--- config.mk ---
export PLATFORM = sky130hd
export DESIGN_NAME = light_level_hysteresis_filter_unit_flat
export DESIGN_NICKNAME = d
export VERILOG_FILES = /design/src/rtl/core/lhf_pkg.sv /design/src/rtl/core/lhf_in_if.sv /design/src/rtl/core/lhf_out_if.sv /design/src/rtl/core/light_level_hysteresis_filter_unit.sv /design/src/flat_wrapper.sv
export SDC_FILE = /design/constraint.sdc
export NUM_CORES = 1
export LEC_CHECK = 0
export BUFFER_PORTS_ARGS = -buffer_cell sky130_fd_sc_hd__buf_4
export CAP_MARGIN = 5
export CORE_UTILIZATION = 40
export DETAILED_ROUTE_END_ITERATION = 10
export PLACE_DENSITY = 0.67
export SYNTH_ARGS = -nofsm -noshare
export SYNTH_HDL_FRONTEND = slang
export SYNTH_SLANG_ARGS = --single-unit
--- constraint.sdc ---
create_clock -name clk -period 4.87 [get_ports clk]
set_clock_uncertainty 0.15 [all_clocks]
set_input_delay 0.974 -clock clk [delete_from_list [all_inputs] [get_ports clk]]
set_output_delay 0.974 -clock clk [all_outputs]
set_load 0.03 [all_outputs]
--- src/rtl/core/lhf_pkg.sv ---
`default_nettype none
package lhf_pkg;

  // Fixed field widths of the ports.
  localparam int DATA_W = 12;
  localparam int TS_W   = 32;

  // Default geometry of the averaging window.
  localparam int WINDOW_DEF      = 10;
  localparam int SAMPLE_BITS_DEF = 12;

  // Configuration register map.
  localparam int CFG_IDX_W = 1;
  localparam logic [CFG_IDX_W-1:0] REG_BRIGHT = 1'b0;
  localparam logic [CFG_IDX_W-1:0] REG_DARK   = 1'b1;

  // Threshold reset values.
  localparam logic [DATA_W-1:0] BRIGHT_RST = 12'd1000;
  localparam logic [DATA_W-1:0] DARK_RST   = 12'd3000;

endpackage
`default_nettype wire

--- src/rtl/core/lhf_in_if.sv ---
`default_nettype none
interface lhf_in_if;
  import lhf_pkg::*;

  logic              valid;
  logic              ready;
  logic [DATA_W-1:0] sample;
  logic [TS_W-1:0]   timestamp;

  modport source (output valid, output sample, output timestamp, input ready);
  modport sink   (input valid, input sample, input timestamp, output ready);
endinterface
`default_nettype wire

--- src/rtl/core/lhf_out_if.sv ---
`default_nettype none
interface lhf_out_if;
  import lhf_pkg::*;

  logic              valid;
  logic              ready;
  logic [DATA_W-1:0] raw_value;
  logic [DATA_W-1:0] mean_value;
  logic              is_bright;
  logic              level_changed;
  logic [TS_W-1:0]   transition_time;

  modport source (
    output valid, output raw_value, output mean_value, output is_bright,
    output level_changed, output transition_time, input ready
  );
  modport sink (
    input valid, input raw_value, input mean_value, input is_bright,
    input level_changed, input transition_time, output ready
  );
endinterface
`default_nettype wire

--- src/rtl/core/light_level_hysteresis_filter_unit.sv ---
// An accepted item passes ST_READ, which commits it to the window, then ST_DIV, where the
// one-bit-per-cycle restoring divider forms the mean from sum and fill count, then ST_DONE,
// which loads the output register once it is free; a new item is taken only after that.
// A finished result waits in the output register while the next item is worked on.
// Reset (rst_n low, synchronous) empties the window, selects dark, clears the transition
// time and loads the threshold defaults; the sample memory itself is not cleared.
`default_nettype none
module light_level_hysteresis_filter_unit #(
  parameter int WINDOW      = lhf_pkg::WINDOW_DEF,
  parameter int SAMPLE_BITS = lhf_pkg::SAMPLE_BITS_DEF
) (
  input  wire logic                           clk,
  input  wire logic                           rst_n,
  input  wire logic                           cfg_we,
  input  wire logic [lhf_pkg::CFG_IDX_W-1:0]  cfg_index,
  input  wire logic [lhf_pkg::DATA_W-1:0]     cfg_wdata,
  lhf_in_if.sink                              in_ch,
  lhf_out_if.source                           out_ch
);
  import lhf_pkg::*;

  // Sample bits actually used, window geometry and derived widths.
  localparam int USE_W  = (SAMPLE_BITS < DATA_W) ? SAMPLE_BITS : DATA_W;
  localparam int CNT_W  = $clog2(WINDOW + 1);
  localparam int POS_W  = (WINDOW > 1) ? $clog2(WINDOW) : 1;
  localparam int SUM_W  = USE_W + CNT_W;
  localparam int STEP_W = $clog2(USE_W + 1);

  typedef enum logic [1:0] {
    ST_IDLE,
    ST_READ,
    ST_DIV,
    ST_DONE
  } state_t;

  state_t             state_r;
  logic [POS_W-1:0]   pos_r;
  logic [CNT_W-1:0]   cnt_r;
  logic [SUM_W-1:0]   sum_r;
  logic               level_r;
  logic [TS_W-1:0]    time_r;
  logic [DATA_W-1:0]  bright_thr_r;
  logic [DATA_W-1:0]  dark_thr_r;

  // Item held while it is worked on.
  logic [USE_W-1:0]   smp_r;
  logic [TS_W-1:0]    ts_r;

  // Divider state: partial remainder, dividend/quotient shifter, step count.
  logic [CNT_W-1:0]   rem_r;
  logic [USE_W-1:0]   quo_r;
  logic [STEP_W-1:0]  step_r;

  // Output register.
  logic               out_valid_r;
  logic [DATA_W-1:0]  out_raw_r;
  logic [DATA_W-1:0]  out_mean_r;
  logic               out_bright_r;
  logic               out_changed_r;
  logic [TS_W-1:0]    out_time_r;

  // Sample ring memory.
  logic [USE_W-1:0]   ring_mem [WINDOW];
  logic [USE_W-1:0]   ring_rd_r;
  logic               ring_we;

  logic               in_acc;
  logic               full;
  logic [SUM_W-1:0]   sum_nxt;
  logic [POS_W-1:0]   pos_nxt;
  logic [CNT_W:0]     div_trial;
  logic               div_bit;
  logic [CNT_W-1:0]   rem_nxt;
  logic [DATA_W-1:0]  mean;
  logic               level_nxt;
  logic               out_free;

  assign in_acc   = in_ch.valid && (state_r == ST_IDLE);
  assign full     = (cnt_r == CNT_W'(WINDOW));
  assign ring_we  = (state_r == ST_READ);
  assign out_free = !out_valid_r || out_ch.ready;

  // Sum update: drop the overwritten sample once the window is full.
  always_comb begin
    sum_nxt = sum_r + SUM_W'(smp_r);
    if (full) begin
      sum_nxt = sum_nxt - SUM_W'(ring_rd_r);
    end
    pos_nxt = (pos_r == POS_W'(WINDOW - 1)) ? '0 : pos_r + POS_W'(1);
  end

  // One restoring division step per cycle.
  always_comb begin
    div_trial = {rem_r, quo_r[USE_W-1]};
    div_bit   = (div_trial >= {1'b0, cnt_r});
    if (div_bit) begin
      rem_nxt = CNT_W'(div_trial - {1'b0, cnt_r});
    end else begin
      rem_nxt = div_trial[CNT_W-1:0];
    end
  end

  // Hysteresis decision; the bright test wins when both hold.
  always_comb begin
    mean      = DATA_W'(quo_r);
    level_nxt = level_r;
    if (mean <= bright_thr_r) begin
      level_nxt = 1'b1;
    end else if (mean >= dark_thr_r) begin
      level_nxt = 1'b0;
    end
  end

  // Ring memory: read the slot about to be replaced, write it in the following cycle.
  always_ff @(posedge clk) begin
    if (in_acc) begin
      ring_rd_r <= ring_mem[pos_r];
    end
    if (ring_we) begin
      ring_mem[pos_r] <= smp_r;
    end
  end

  // Sequencer, window state and output register.
  always_ff @(posedge clk) begin
    if (!rst_n) begin
      state_r      <= ST_IDLE;
      pos_r        <= '0;
      cnt_r        <= '0;
      sum_r        <= '0;
      level_r      <= 1'b0;
      time_r       <= '0;
      bright_thr_r <= BRIGHT_RST;
      dark_thr_r   <= DARK_RST;
      out_valid_r  <= 1'b0;
    end else begin
      if (cfg_we) begin
        case (cfg_index)
          REG_BRIGHT: bright_thr_r <= cfg_wdata;
          REG_DARK:   dark_thr_r   <= cfg_wdata;
          default:    ;
        endcase
      end

      // A result leaving in the cycle a new one is loaded is handled in ST_DONE.
      if (out_valid_r && out_ch.ready && (state_r != ST_DONE)) begin
        out_valid_r <= 1'b0;
      end

      case (state_r)
        ST_IDLE: begin
          if (in_acc) begin
            smp_r   <= in_ch.sample[USE_W-1:0];
            ts_r    <= in_ch.timestamp;
            state_r <= ST_READ;
          end
        end
        ST_READ: begin
          // Commit the new sample and set up the divider.
          sum_r   <= sum_nxt;
          pos_r   <= pos_nxt;
          if (!full) begin
            cnt_r <= cnt_r + CNT_W'(1);
          end
          rem_r   <= sum_nxt[SUM_W-1:USE_W];
          quo_r   <= sum_nxt[USE_W-1:0];
          step_r  <= STEP_W'(USE_W);
          state_r <= ST_DIV;
        end
        ST_DIV: begin
          rem_r  <= rem_nxt;
          quo_r  <= {quo_r[USE_W-2:0], div_bit};
          step_r <= step_r - STEP_W'(1);
          if (step_r == STEP_W'(1)) begin
            state_r <= ST_DONE;
          end
        end
        ST_DONE: begin
          if (out_free) begin
            level_r       <= level_nxt;
            out_valid_r   <= 1'b1;
            out_raw_r     <= DATA_W'(smp_r);
            out_mean_r    <= mean;
            out_bright_r  <= level_nxt;
            out_changed_r <= (level_nxt != level_r);
            if (level_nxt != level_r) begin
              time_r     <= ts_r;
              out_time_r <= ts_r;
            end else begin
              out_time_r <= time_r;
            end
            state_r <= ST_IDLE;
          end
        end
        default: state_r <= ST_IDLE;
      endcase
    end
  end

  assign in_ch.ready            = (state_r == ST_IDLE);
  assign out_ch.valid           = out_valid_r;
  assign out_ch.raw_value       = out_raw_r;
  assign out_ch.mean_value      = out_mean_r;
  assign out_ch.is_bright       = out_bright_r;
  assign out_ch.level_changed   = out_changed_r;
  assign out_ch.transition_time = out_time_r;

endmodule
`default_nettype wire

--- src/flat_wrapper.sv ---
// flat-port wrapper written by rule: the top's interface ports become plain ports
module light_level_hysteresis_filter_unit_flat import lhf_pkg::*;
#(
  parameter int WINDOW      = lhf_pkg::WINDOW_DEF,
  parameter int SAMPLE_BITS = lhf_pkg::SAMPLE_BITS_DEF
)
  (clk, rst_n, cfg_we, cfg_index, cfg_wdata, in_ch_valid, in_ch_sample, in_ch_timestamp, in_ch_ready, out_ch_valid, out_ch_raw_value, out_ch_mean_value, out_ch_is_bright, out_ch_level_changed, out_ch_transition_time, out_ch_ready);
  lhf_in_if in_ch_i ();
  lhf_out_if out_ch_i ();
  input  wire logic clk;
  input  wire logic rst_n;
  input  wire logic cfg_we;
  input  wire logic [lhf_pkg::CFG_IDX_W-1:0] cfg_index;
  input  wire logic [lhf_pkg::DATA_W-1:0] cfg_wdata;
  input wire logic [$bits(in_ch_i.valid)-1:0] in_ch_valid;
  input wire logic [$bits(in_ch_i.sample)-1:0] in_ch_sample;
  input wire logic [$bits(in_ch_i.timestamp)-1:0] in_ch_timestamp;
  output wire logic [$bits(in_ch_i.ready)-1:0] in_ch_ready;
  output wire logic [$bits(out_ch_i.valid)-1:0] out_ch_valid;
  output wire logic [$bits(out_ch_i.raw_value)-1:0] out_ch_raw_value;
  output wire logic [$bits(out_ch_i.mean_value)-1:0] out_ch_mean_value;
  output wire logic [$bits(out_ch_i.is_bright)-1:0] out_ch_is_bright;
  output wire logic [$bits(out_ch_i.level_changed)-1:0] out_ch_level_changed;
  output wire logic [$bits(out_ch_i.transition_time)-1:0] out_ch_transition_time;
  input wire logic [$bits(out_ch_i.ready)-1:0] out_ch_ready;
  assign in_ch_i.valid = in_ch_valid;
  assign in_ch_i.sample = in_ch_sample;
  assign in_ch_i.timestamp = in_ch_timestamp;
  assign in_ch_ready = in_ch_i.ready;
  assign out_ch_valid = out_ch_i.valid;
  assign out_ch_raw_value = out_ch_i.raw_value;
  assign out_ch_mean_value = out_ch_i.mean_value;
  assign out_ch_is_bright = out_ch_i.is_bright;
  assign out_ch_level_changed = out_ch_i.level_changed;
  assign out_ch_transition_time = out_ch_i.transition_time;
  assign out_ch_i.ready = out_ch_ready;
  light_level_hysteresis_filter_unit #(.WINDOW(WINDOW), .SAMPLE_BITS(SAMPLE_BITS)) u_core (.clk(clk), .rst_n(rst_n), .cfg_we(cfg_we), .cfg_index(cfg_index), .cfg_wdata(cfg_wdata), .in_ch(in_ch_i), .out_ch(out_ch_i));
endmodule
==> out/metrics.cfg, run 1 <==
[routing]
drc = 0
drtAntennaViolNets = 0
wirelength_um = 35170
wl_per_cell_um = 18.75
num_vias = 10110
avgViaCountPerCell = 5.389
drt-initial-drc-count = 840
firstDrtPassIters = 5

[critical_path]
startpoint_type = flip-flop
worstReg2RegEnd = u_core.rem_r[3]$_DFFE_PP_
reg2reg_slack_ps = 420
endpoint_kind = flip-flop
cp_cell_sequence = ha_1, fa_1, a21oi_1, nand4b_1, nand2_1, a21o_1, a21oi_1, xnor2_1, ha_1, a21oi_1, o21ai_0, o41ai_2, o21a_1, nor4b_2, nor3_1, o31a_1
cpMostUsedCell = a21oi_1
crit_arrival_ps = 4600
worstReg2RegStart = u_core.smp_r[0]$_DFFE_PP_
cpLargestDelayFamily = compound AO/OA/AOI/OAI gates
cp-startpoint = u_core.smp_r[0]$_DFFE_PP_
crit_end = u_core.rem_r[3]$_DFFE_PP_
crit_required_ps = 5010
reg2reg_depth = 16
max_stage_delay_ps = 450
cpMaxStageDelayCell = edfxtp_1
cp_max_fo = 6
critical_path_depth = 16
worstSetupPathType = reg2reg
cp.buffers_inverters = 0

[timing]
max_freq_mhz = 224.7
slew_violations = 0
min_period_ps = 4451
maxSlewHeadroom = 0.2541
setup-violations-final = 0
tightest_slew_ps = 1110
fin_hold_ws_ps = 306.4
fin_setup_tns_ps = 0
period_share = 0.9139
rsz0062_at_grt = no
finalHoldViolations = 0

[floorplan]
rows = 71
io_pins = 122
core_area_mm2 = 0.03758
start_util = 0.4054
die_area_mm2 = 0.03886
die_h_um = 197.1
die_w_um = 197.1

[run_status]
run_status = complete, no violations

[yosys]
ys.flop_type = edfxtp_1
syn_area_mm2 = 0.01523
synth_edf_count = 254
synth_nets = 1339
synth-seq-cells = 338
synthesis.instances = 1214
synth.area.top_cells = edfxtp_1, dfxtp_1, ha_1, mux4_2, nand2_1
synth_top_area_frac = 0.5007
syn-mean-instance-area_um2 = 12.55
synth.distinct_cells = 62
synthArstFlopShare = 0
yosys_warnings = 0
seq_area_frac_synth = 0.6111
synth_top_area_cell = edfxtp_1

[final_layout]
n_fill_cell = 3277
area_growth_pct = 17.96
layout_common_cells = edfxtp_1, buf_4, nand2_1
layout.nets = 1462
final_area_mm2 = 0.01797
layout_commonest_cell = edfxtp_1
drive_gt1_frac = 0.1994

[power_and_ir_drop]
p_seq_frac = 0.399
p_sw_frac = 0.3332
power_density_mw_per_mm2 = 539.5
leakagePower_nw = 6.471
p_sw_mw = 3.230
ir_drop_v = 0.0002567
clkPwrFrac = 0.278
p_comb_frac = 0.323
p_int_mw = 6.464

[global_route]
grt_pass1_wl_um = 54950
grt_use_total = 0.1822
grt_pass1_vias = 10050
antenna_found_initial = 1
gr-total-overflow = 0
grt_max_degree = 59

[clock_network]
clock_sinks = 338
cts_buffers = 37
cts.clk_slew.worst_paths_ps = 60
cts.path.max_buffers = 3
tritoncts = built
htreeDepth = 2
root_buffer = clkbuf_16
clock_latency_ps = 540

[placed_design]
place.gp.congestion = 0.8368
port-buffer-count = 121
placed_area_mm2 = 0.01679
dp_hpwl_um = 22460

[hold_path]
min_path_type = reg2reg

[flow_run]
max_cap_viol_count = 0

## worst register-to-register path: cells and delay by family (launching register included)
kind,cells,cell delay [ps]
compound gates,8,1710
fa+ha+maj,3,1030
simple gates,4,710
flops,1,450
xor+xnor,1,160
## layer usage
layer | vias up | wire [µm] | GRT usage
met2 | 303 | 16560 | 0.2917
met4 | 0 | 971 | 0.07034
li1 | 4752 | - | -
met5 | - | 0 | 0
met1 | 4987 | 15590 | 0.2456
met3 | 67 | 2045 | 0.03398
## sequential cells by signal, indices dropped and copies added, names as in the netlist
signal and flops:
u_core.level_r 1, u_core.out_ch.level_changed 1, u_core.ring_mem 120, u_core.out_ch.valid 1
u_core.dark_thr_r 12, u_core.ring_rd_r 12, u_core.sum_r 16, u_core.cnt_r 4
u_core.smp_r 12, u_core.mean 12, u_core.time_r 32, u_core.bright_thr_r 12
u_core.state_r 2, u_core.out_ch.is_bright 1, u_core.pos_r 4, u_core.ts_r 32
u_core.out_ch.raw_value 12, u_core.out_ch.transition_time 32, u_core.rem_r 4, u_core.out_ch.mean_value 12
u_core.step_r 4
## what timing repair did
item,4_1_cts,5_1_grt
endpoints found under the setup margin,0,1
resized for setup,0,1
buffers inserted,0,0
hold buffers,0,0
## worst min path at each step
stage	start	to	slack, ps	cells after the start
after floorplan	u_core.mean[0]$_DFFE_PP_	u_core.out_ch.mean_value[0]$_DFFE_PP_	280	0
after global placement	u_core.dark_thr_r[10]$_SDFFE_PN0P_	u_core.dark_thr_r[10]$_SDFFE_PN0P_	300	2
after detailed placement	u_core.bright_thr_r[4]$_SDFFE_PN0P_	u_core.bright_thr_r[4]$_SDFFE_PN0P_	300	2
after CTS	u_core.bright_thr_r[4]$_SDFFE_PN0P_	u_core.bright_thr_r[4]$_SDFFE_PN0P_	310	2
after global routing	u_core.bright_thr_r[4]$_SDFFE_PN0P_	u_core.bright_thr_r[4]$_SDFFE_PN0P_	330	2
final	u_core.dark_thr_r[6]$_SDFFE_PN0P_	u_core.dark_thr_r[6]$_SDFFE_PN0P_	310	2
## area by class of cell
cell class,count,area [µm²],share of cell area
well taps,511,639.4,0.03558
inverters,60,225.2,0.01253
flip-flops and latches,338,9310,0.5181
repair buffers,148,1111,0.06183
diodes,1,2.502,0.0001393
clock inverters,15,126.4,0.007033
multi-input cells,752,5515,0.3069
clock buffers,51,1039,0.05780
## cell families after synthesis
logic type                 share of synthesized area
AOI/OAI and AO/OA                             0.1152
xor gates and xnor gates                     0.01947
adders and majority gates                    0.05323
buffers and inverters                        0.03146
DFF                                           0.6111
muxes                                        0.07976
and+or+nand+nor                              0.08978
## cells in the mapped netlist (19+ instances only)
| master | number |
|---|---|
| dfxtp_1 | 84 |
| ha_1 | 60 |
| nand3_1 | 42 |
| edfxtp_1 | 254 |
| inv_1 | 59 |
| a31oi_1 | 37 |
| a21oi_1 | 64 |
| mux2i_1 | 19 |
| a21o_1 | 49 |
| nand2_1 | 134 |
| xnor2_1 | 23 |
| clkbuf_1 | 51 |
| o21ai_0 | 50 |
| nor2_1 | 47 |
| mux2_2 | 25 |
| mux4_2 | 24 |
## power by group through the flow
stage | Clock [mW] | Sequential, mW | Combinational, mW
finish | 2.69 | 3.87 | 3.13
global route | 2.85 | 3.91 | 3.49
CTS | 2.75 | 3.87 | 3.11
detailed placement | 0 | 3.93 | 3.09
global placement | 0 | 3.91 | 3.03
floorplan | 0 | 3.81 | 2.37
## metrics by stage
stage / std cells / setup WS, ps / util / total power [mW]
3_5_place_dp: 1809 / 362.6 / 0.4469 / 7.013
5_1_grt: 1875 / 90.35 / 0.4781 / 10.25
3_3_place_gp: 1809 / 408.0 / 0.4469 / 6.947
6_report: 1876 / 419.2 / 0.4782 / 9.693
2_1_floorplan: 1214 / 663.2 / - / 6.179
4_1_cts: 1875 / 328.4 / 0.4779 / 9.726
(Power assumes the default switching activity.)
==> run 2, diff against run 1 <==
--- a/config.mk
+++ b/config.mk
@@ -9,6 +9,7 @@
 export CAP_MARGIN = 5
 export CORE_UTILIZATION = 40
 export DETAILED_ROUTE_END_ITERATION = 10
+export MAX_ROUTING_LAYER = met4
 export PLACE_DENSITY = 0.67
 export SYNTH_ARGS = -nofsm -noshare
 export SYNTH_HDL_FRONTEND = slang
==> run 2 against run 1 <==
Sequential share of layout area did not move. Critical path type unchanged. Non-clock buffer count did not move. First-iteration DRC count fell by 3.7%. Sequential power barely moved. Fmax fell by 0.25%. Highest routed layer unchanged. Final area did not move. Largest cell class unchanged. Wire length fell by 0.15%. Sequential cell count did not move.
==> out/metrics.cfg, run 2 (synthesized netlist as in run 1, its figures left out) <==
[critical_path]
cpMaxStageDelayCell = edfxtp_1
cp.buffers_inverters = 0  ; unchanged
cp_cell_sequence = ha_1, fa_1, a21oi_1, nand4b_1, nand2_1, a21o_1, a21oi_1, xnor2_1, ha_1, a21oi_1, o21ai_0, o41ai_2, o21a_1, nor4b_2, nor3_1, o31a_1
reg2reg_depth = 16  ; unchanged
cpMostUsedCell = a21oi_1
worstSetupPathType = reg2reg
max_stage_delay_ps = 450  ; about the same
startpoint_type = flip-flop
cpLargestDelayFamily = compound AO/OA/AOI/OAI gates
crit_arrival_ps = 4600  ; about the same
cp_max_fo = 6  ; unchanged
worstReg2RegEnd = u_core.rem_r[3]$_DFFE_PP_
endpoint_kind = flip-flop
reg2reg_slack_ps = 410  ; about the same
crit_required_ps = 5010  ; about the same
worstReg2RegStart = u_core.smp_r[0]$_DFFE_PP_

[routing]
drc = 0  ; unchanged
drtAntennaViolNets = 0  ; unchanged
drt-initial-drc-count = 809  ; -3.7%
avgViaCountPerCell = 5.377  ; -0.22%
wl_per_cell_um = 18.72  ; -0.15%
num_vias = 10090  ; -0.22%
wirelength_um = 35120  ; -0.15%
firstDrtPassIters = 5  ; unchanged

[floorplan]
die_h_um = 197.1  ; unchanged
die_w_um = 197.1  ; unchanged
core_area_mm2 = 0.03758  ; unchanged
die_area_mm2 = 0.03886  ; unchanged
start_util = 0.4054  ; unchanged
rows = 71  ; unchanged
io_pins = 122  ; unchanged

[final_layout]
drive_gt1_frac = 0.1994  ; unchanged
layout_commonest_cell = edfxtp_1
layout_common_cells = edfxtp_1, buf_4, nand2_1
layout.nets = 1462  ; unchanged
largest_reg_flops = 120  ; unchanged
regMostFlops = u_core.ring_mem
area_growth_pct = 17.96  ; unchanged
n_fill_cell = 3277  ; unchanged

[global_route]
grt_pass1_vias = 10030  ; -0.14%
grt_pass1_wl_um = 55010  ; +0.10%
antenna_found_initial = 1  ; unchanged
grt_use_total = 0.1880  ; +0.005786
grt_max_degree = 59  ; unchanged
gr-total-overflow = 0  ; unchanged

[power_and_ir_drop]
clkPwrFrac = 0.278  ; about the same
p_sw_frac = 0.3331  ; about the same
power_density_mw_per_mm2 = 539.4  ; about the same
p_sw_mw = 3.229  ; about the same
leakagePower_nw = 6.471  ; unchanged
p_seq_frac = 0.399  ; about the same
ir_drop_v = 0.0002560  ; -0.28%
p_comb_frac = 0.323  ; about the same
p_int_mw = 6.464  ; about the same

[placed_design]
port-buffer-count = 121  ; unchanged
dp_slack_ps = 362.6  ; unchanged
place.gp.congestion = 0.8498  ; +1.6%
dp_hpwl_um = 22460  ; unchanged

[clock_network]
cts_buffers = 37  ; unchanged
clock_sinks = 338  ; unchanged
tritoncts = built
cts_setup_buffers = 0  ; unchanged
cts.path.max_buffers = 3  ; unchanged
cts.clk_slew.worst_paths_ps = 60  ; about the same
root_buffer = clkbuf_16
htreeDepth = 2  ; unchanged
clock_latency_ps = 540  ; about the same

[timing]
rsz0062_at_grt = no
finalHoldViolations = 0  ; unchanged
setup-violations-final = 0  ; unchanged
maxSlewHeadroom = 0.2567  ; +0.002570
tightest_slew_ps = 1107  ; -3.826 ps
slew_violations = 0  ; unchanged
fin_hold_ws_ps = 306.8  ; +0.3950 ps
max_freq_mhz = 224.1  ; -0.25%
period_share = 0.9162  ; +0.002255
min_period_ps = 4462  ; +10.98 ps
worst_slack_ps = 408.3  ; -10.98 ps
fin_setup_tns_ps = 0  ; unchanged

[hold_path]
min_path_type = reg2reg
min_path_cells = 2  ; unchanged
whs_endpoint = u_core.dark_thr_r[6]$_SDFFE_PN0P_
min-delay-start = u_core.dark_thr_r[6]$_SDFFE_PN0P_

[flow_run]
max_cap_viol_count = 0  ; unchanged

[run_status]
run_status = complete, no violations

run 2: routing by layer:
metal  GRT usage  share of wire
met1      0.2456           0.45
met2      0.2930           0.47
met3     0.03346          0.054
met4     0.07034          0.030
met5           -              0
run 2: layout make-up:
cell class | count | area [µm²] | share of cell area
timing repair buffer | 148 | 1111 | 0.06183
inverter | 60 | 225.2 | 0.01253
clock buffer | 51 | 1039 | 0.05780
sequential | 338 | 9310 | 0.5181
multi-input combinational | 752 | 5515 | 0.3069
clock inverter | 15 | 126.4 | 0.007033
antenna | 1 | 2.502 | 0.0001393
tap | 511 | 639.4 | 0.03558
run 2: worst max-delay path by stage:
stage                                         start                   endpoint  slack, ps  cells past startpoint
after floorplan           u_core.smp_r[0]$_DFFE_PP_  u_core.rem_r[3]$_DFFE_PP_        660                     16
after global placement    u_core.smp_r[0]$_DFFE_PP_  u_core.rem_r[3]$_DFFE_PP_        410                     16
after detailed placement  u_core.smp_r[0]$_DFFE_PP_  u_core.rem_r[3]$_DFFE_PP_        360                     16
after CTS                 u_core.smp_r[0]$_DFFE_PP_  u_core.rem_r[3]$_DFFE_PP_        330                     16
after global routing      u_core.smp_r[0]$_DFFE_PP_  u_core.rem_r[3]$_DFFE_PP_         90                     16
final                     u_core.smp_r[0]$_DFFE_PP_  u_core.rem_r[3]$_DFFE_PP_        410                     16
run 2: power by group through the flow:
stage / Sequential (mW) / Combinational (mW) / Clock, mW
floorplan: 3.81 / 2.37 / 0
global placement: 3.91 / 3.03 / 0
detailed placement: 3.93 / 3.09 / 0
CTS: 3.87 / 3.11 / 2.75
global route: 3.91 / 3.49 / 2.85
finish: 3.87 / 3.13 / 2.70
run 2: timing repair:
item | CTS | global route
gates resized for setup | 0 | 1
endpoints found under the setup margin | 0 | 1
hold buffers | 0 | 0
run 2: tightest hold or removal path, stage by stage (launching register included):
cell and delay [ps]:
dfxtp_1 310, nand2_1 50, a21oi_1 50
run 2: stage by stage:
stage / std cells / util / total power, mW / area [µm²]
final: 1876 / 0.4782 / 9.693 / 17970
after floorplan: 1214 / - / 6.179 / 15230
after detailed placement: 1809 / 0.4469 / 7.013 / 16790
after global routing: 1876 / 0.4782 / 10.25 / 17970
after global placement: 1809 / 0.4469 / 6.947 / 16790
after CTS: 1875 / 0.4779 / 9.726 / 17960
==> run 3, diff against run 2 <==
--- a/config.mk
+++ b/config.mk
@@ -7,6 +7,7 @@
 export LEC_CHECK = 0
 export BUFFER_PORTS_ARGS = -buffer_cell sky130_fd_sc_hd__buf_4
 export CAP_MARGIN = 5
+export CORE_ASPECT_RATIO = 0.6
 export CORE_UTILIZATION = 40
 export DETAILED_ROUTE_END_ITERATION = 10
 export MAX_ROUTING_LAYER = met4
==> run 3 against run 2 <==
Sequential power is essentially flat. Critical path depth is the same. Sequential cell count is the same. Worst setup slack lost 12 ps. Via count shrank 0.18%. First-iteration DRC count grew 31%. Critical path type unchanged. Critical endpoint unchanged.
==> out/metrics.cfg, run 3 (synthesized netlist as in run 1, its figures left out) <==
[run_status]
run_status = complete, no violations

[clock_network]
cts_buffers = 31  ; -16%
cts.path.max_buffers = 3  ; unchanged
cts.clk_slew.worst_paths_ps = 60  ; about the same
htreeDepth = 1  ; -1
clock_sinks = 338  ; unchanged
root_buffer = clkbuf_16
clock_latency_ps = 590  ; +50 ps
tritoncts = built

[final_layout]
final_area_mm2 = 0.01792  ; -0.27%
layout_common_cells = edfxtp_1, buf_4, nand2_1
num_antenna_cells = 0  ; -1
drive_gt1_frac = 0.1979  ; -0.001474
largest_reg_flops = 120  ; unchanged
n_fill_cell = 3265  ; -0.37%
layout.nets = 1459  ; -0.21%
layout_commonest_cell = edfxtp_1
final_util = 0.4858  ; +0.007581
regMostFlops = u_core.ring_mem
area_growth_pct = 17.64

[critical_path]
crit_arrival_ps = 4660  ; +60 ps
cp_cell_sequence = ha_1, fa_1, a21oi_1, nand4b_1, nand2_1, a21o_1, a21oi_1, xnor2_1, ha_1, a21oi_1, o21ai_0, o41ai_2, o21a_1, nor4b_2, nor3_1, o31a_1
cp.buffers_inverters = 0  ; unchanged
cp_max_fo = 6  ; unchanged
crit_required_ps = 5050  ; +40 ps
max_stage_delay_ps = 420  ; -30 ps
cpMaxStageDelayCell = fa_1
cpLargestDelayFamily = compound AO/OA/AOI/OAI gates
startpoint_type = flip-flop
worstSetupPathType = reg2reg
endpoint_kind = flip-flop
cpMostUsedCell = a21oi_1

[power_and_ir_drop]
p_total_mw = 9.682  ; -0.11%
p_seq_frac = 0.398  ; about the same
p_comb_frac = 0.329  ; +0.006
p_sw_mw = 3.215  ; -0.42%
power_density_mw_per_mm2 = 540.3  ; +0.16%
p_int_mw = 6.467  ; about the same
ir_drop_v = 0.0002889  ; +13%
leakagePower_nw = 6.448  ; -0.36%
p_sw_frac = 0.3321  ; -0.001055
clkPwrFrac = 0.273  ; -0.005

[floorplan]
rows = 54  ; -24%
die_h_um = 153.2  ; -22%
io_pins = 122  ; unchanged
start_util = 0.4129  ; +0.007548
die_w_um = 253.9  ; +29%
core_area_mm2 = 0.03689  ; -1.8%
die_area_mm2 = 0.03889  ; about the same

[routing]
num_vias = 10070  ; -0.18%
wirelength_um = 36510  ; +4.0%
firstDrtPassIters = 5  ; unchanged
avgViaCountPerCell = 5.405  ; +0.52%
wl_per_cell_um = 19.60  ; +4.7%
drt-initial-drc-count = 1063  ; +31%
drtAntennaViolNets = 0  ; unchanged
drc = 0  ; unchanged

[timing]
rsz0062_at_grt = no
setup-violations-final = 0  ; unchanged
max_freq_mhz = 223.5  ; -0.26%
slew_violations = 0  ; unchanged
period_share = 0.9186  ; +0.002383
maxSlewHeadroom = 0.2001  ; -0.05662
tightest_slew_ps = 1191  ; +84.29 ps
fin_setup_tns_ps = 0  ; unchanged
min_period_ps = 4473  ; +11.61 ps
worst_slack_ps = 396.6  ; -11.61 ps
finalHoldViolations = 0  ; unchanged

[placed_design]
dp_slack_ps = 287.7  ; -74.86 ps
dp_hpwl_um = 24230  ; +7.9%
place.gp.congestion = 0.9034  ; +6.3%
placed_area_mm2 = 0.01681  ; +0.11%
port-buffer-count = 121  ; unchanged

[global_route]
antenna_found_initial = 0  ; -1
grt_pass1_wl_um = 57530  ; +4.6%
grt_pass1_vias = 10100  ; +0.67%
grt_max_degree = 51  ; -14%
grt_use_total = 0.1938  ; +0.005857
gr-total-overflow = 0  ; unchanged

[hold_path]
min_path_type = reg2reg

[flow_run]
max_cap_viol_count = 0  ; unchanged

## run 3: cell count changes in the layout (fill, tap and decap cells not counted), moves of 2 or more
cell,previous run,this run
clkinv_1,6,4
buf_4,148,150
clkbuf_16,37,31
clkbuf_8,6,0
clkinv_2,3,6
clkinv_4,2,0
bufinv_16,1,7
inv_6,2,0
## run 3: worst paths after layout
check                                                          to                              start  slack [ps]  cells after the start
worst max register to register          u_core.rem_r[3]$_DFFE_PP_          u_core.smp_r[0]$_DFFE_PP_         400                     16
worst max-delay path                    u_core.rem_r[3]$_DFFE_PP_          u_core.smp_r[0]$_DFFE_PP_         400                     16
worst min-delay path            u_core.dark_thr_r[1]$_SDFFE_PN0P_  u_core.dark_thr_r[1]$_SDFFE_PN0P_         310                      2
worst min register to register  u_core.dark_thr_r[1]$_SDFFE_PN0P_  u_core.dark_thr_r[1]$_SDFFE_PN0P_         310                      2
## run 3: cell type report
class	count	area (µm²)	share of cell area
inverter	60	225.2	0.01257
clock buffer	39	805.8	0.04497
sequential	338	9310	0.5195
tap	504	630.6	0.03519
timing repair buffer	151	1146	0.06396
multi-input combinational	752	5515	0.3078
clock inverter	19	286.5	0.01599
## run 3: per-layer routing
metal / global-route usage / part of all wire
met1: 0.2932 / 0.50
met2: 0.2723 / 0.43
met3: 0.03321 / 0.054
met4: 0.03672 / 0.015
met5: - / 0
## run 3: power by group through the flow
stage / Combinational [mW] / Sequential, mW / Clock (mW)
global route: 3.52 / 3.89 / 2.80
CTS: 3.16 / 3.86 / 2.69
floorplan: 2.37 / 3.81 / 0
global placement: 3.06 / 3.90 / 0
detailed placement: 3.13 / 3.91 / 0
finish: 3.19 / 3.85 / 2.64
## run 3: worst reg2reg max path: cells and delay by family (launching register included)
kind | cells | cell delay, ps
DFF | 1 | 400
xor gates and xnor gates | 1 | 150
and+or+nand+nor | 4 | 760
adders and majority gates | 3 | 1020
AOI/OAI and AO/OA | 8 | 1760
## run 3: what timing repair did
action | in CTS | in global routing
endpoints found under the setup margin | 0 | 2
gates resized for setup | 0 | 1
hold buffers | 0 | 0
setup buffers | 0 | 1
## run 3: metrics by stage
step,hold WS [ps],instances
floorplan,276.4,1214
global placement,294.9,1804
detailed placement,300.4,1804
CTS,309.1,1862
global route,325.6,1863
finish,308.5,1863
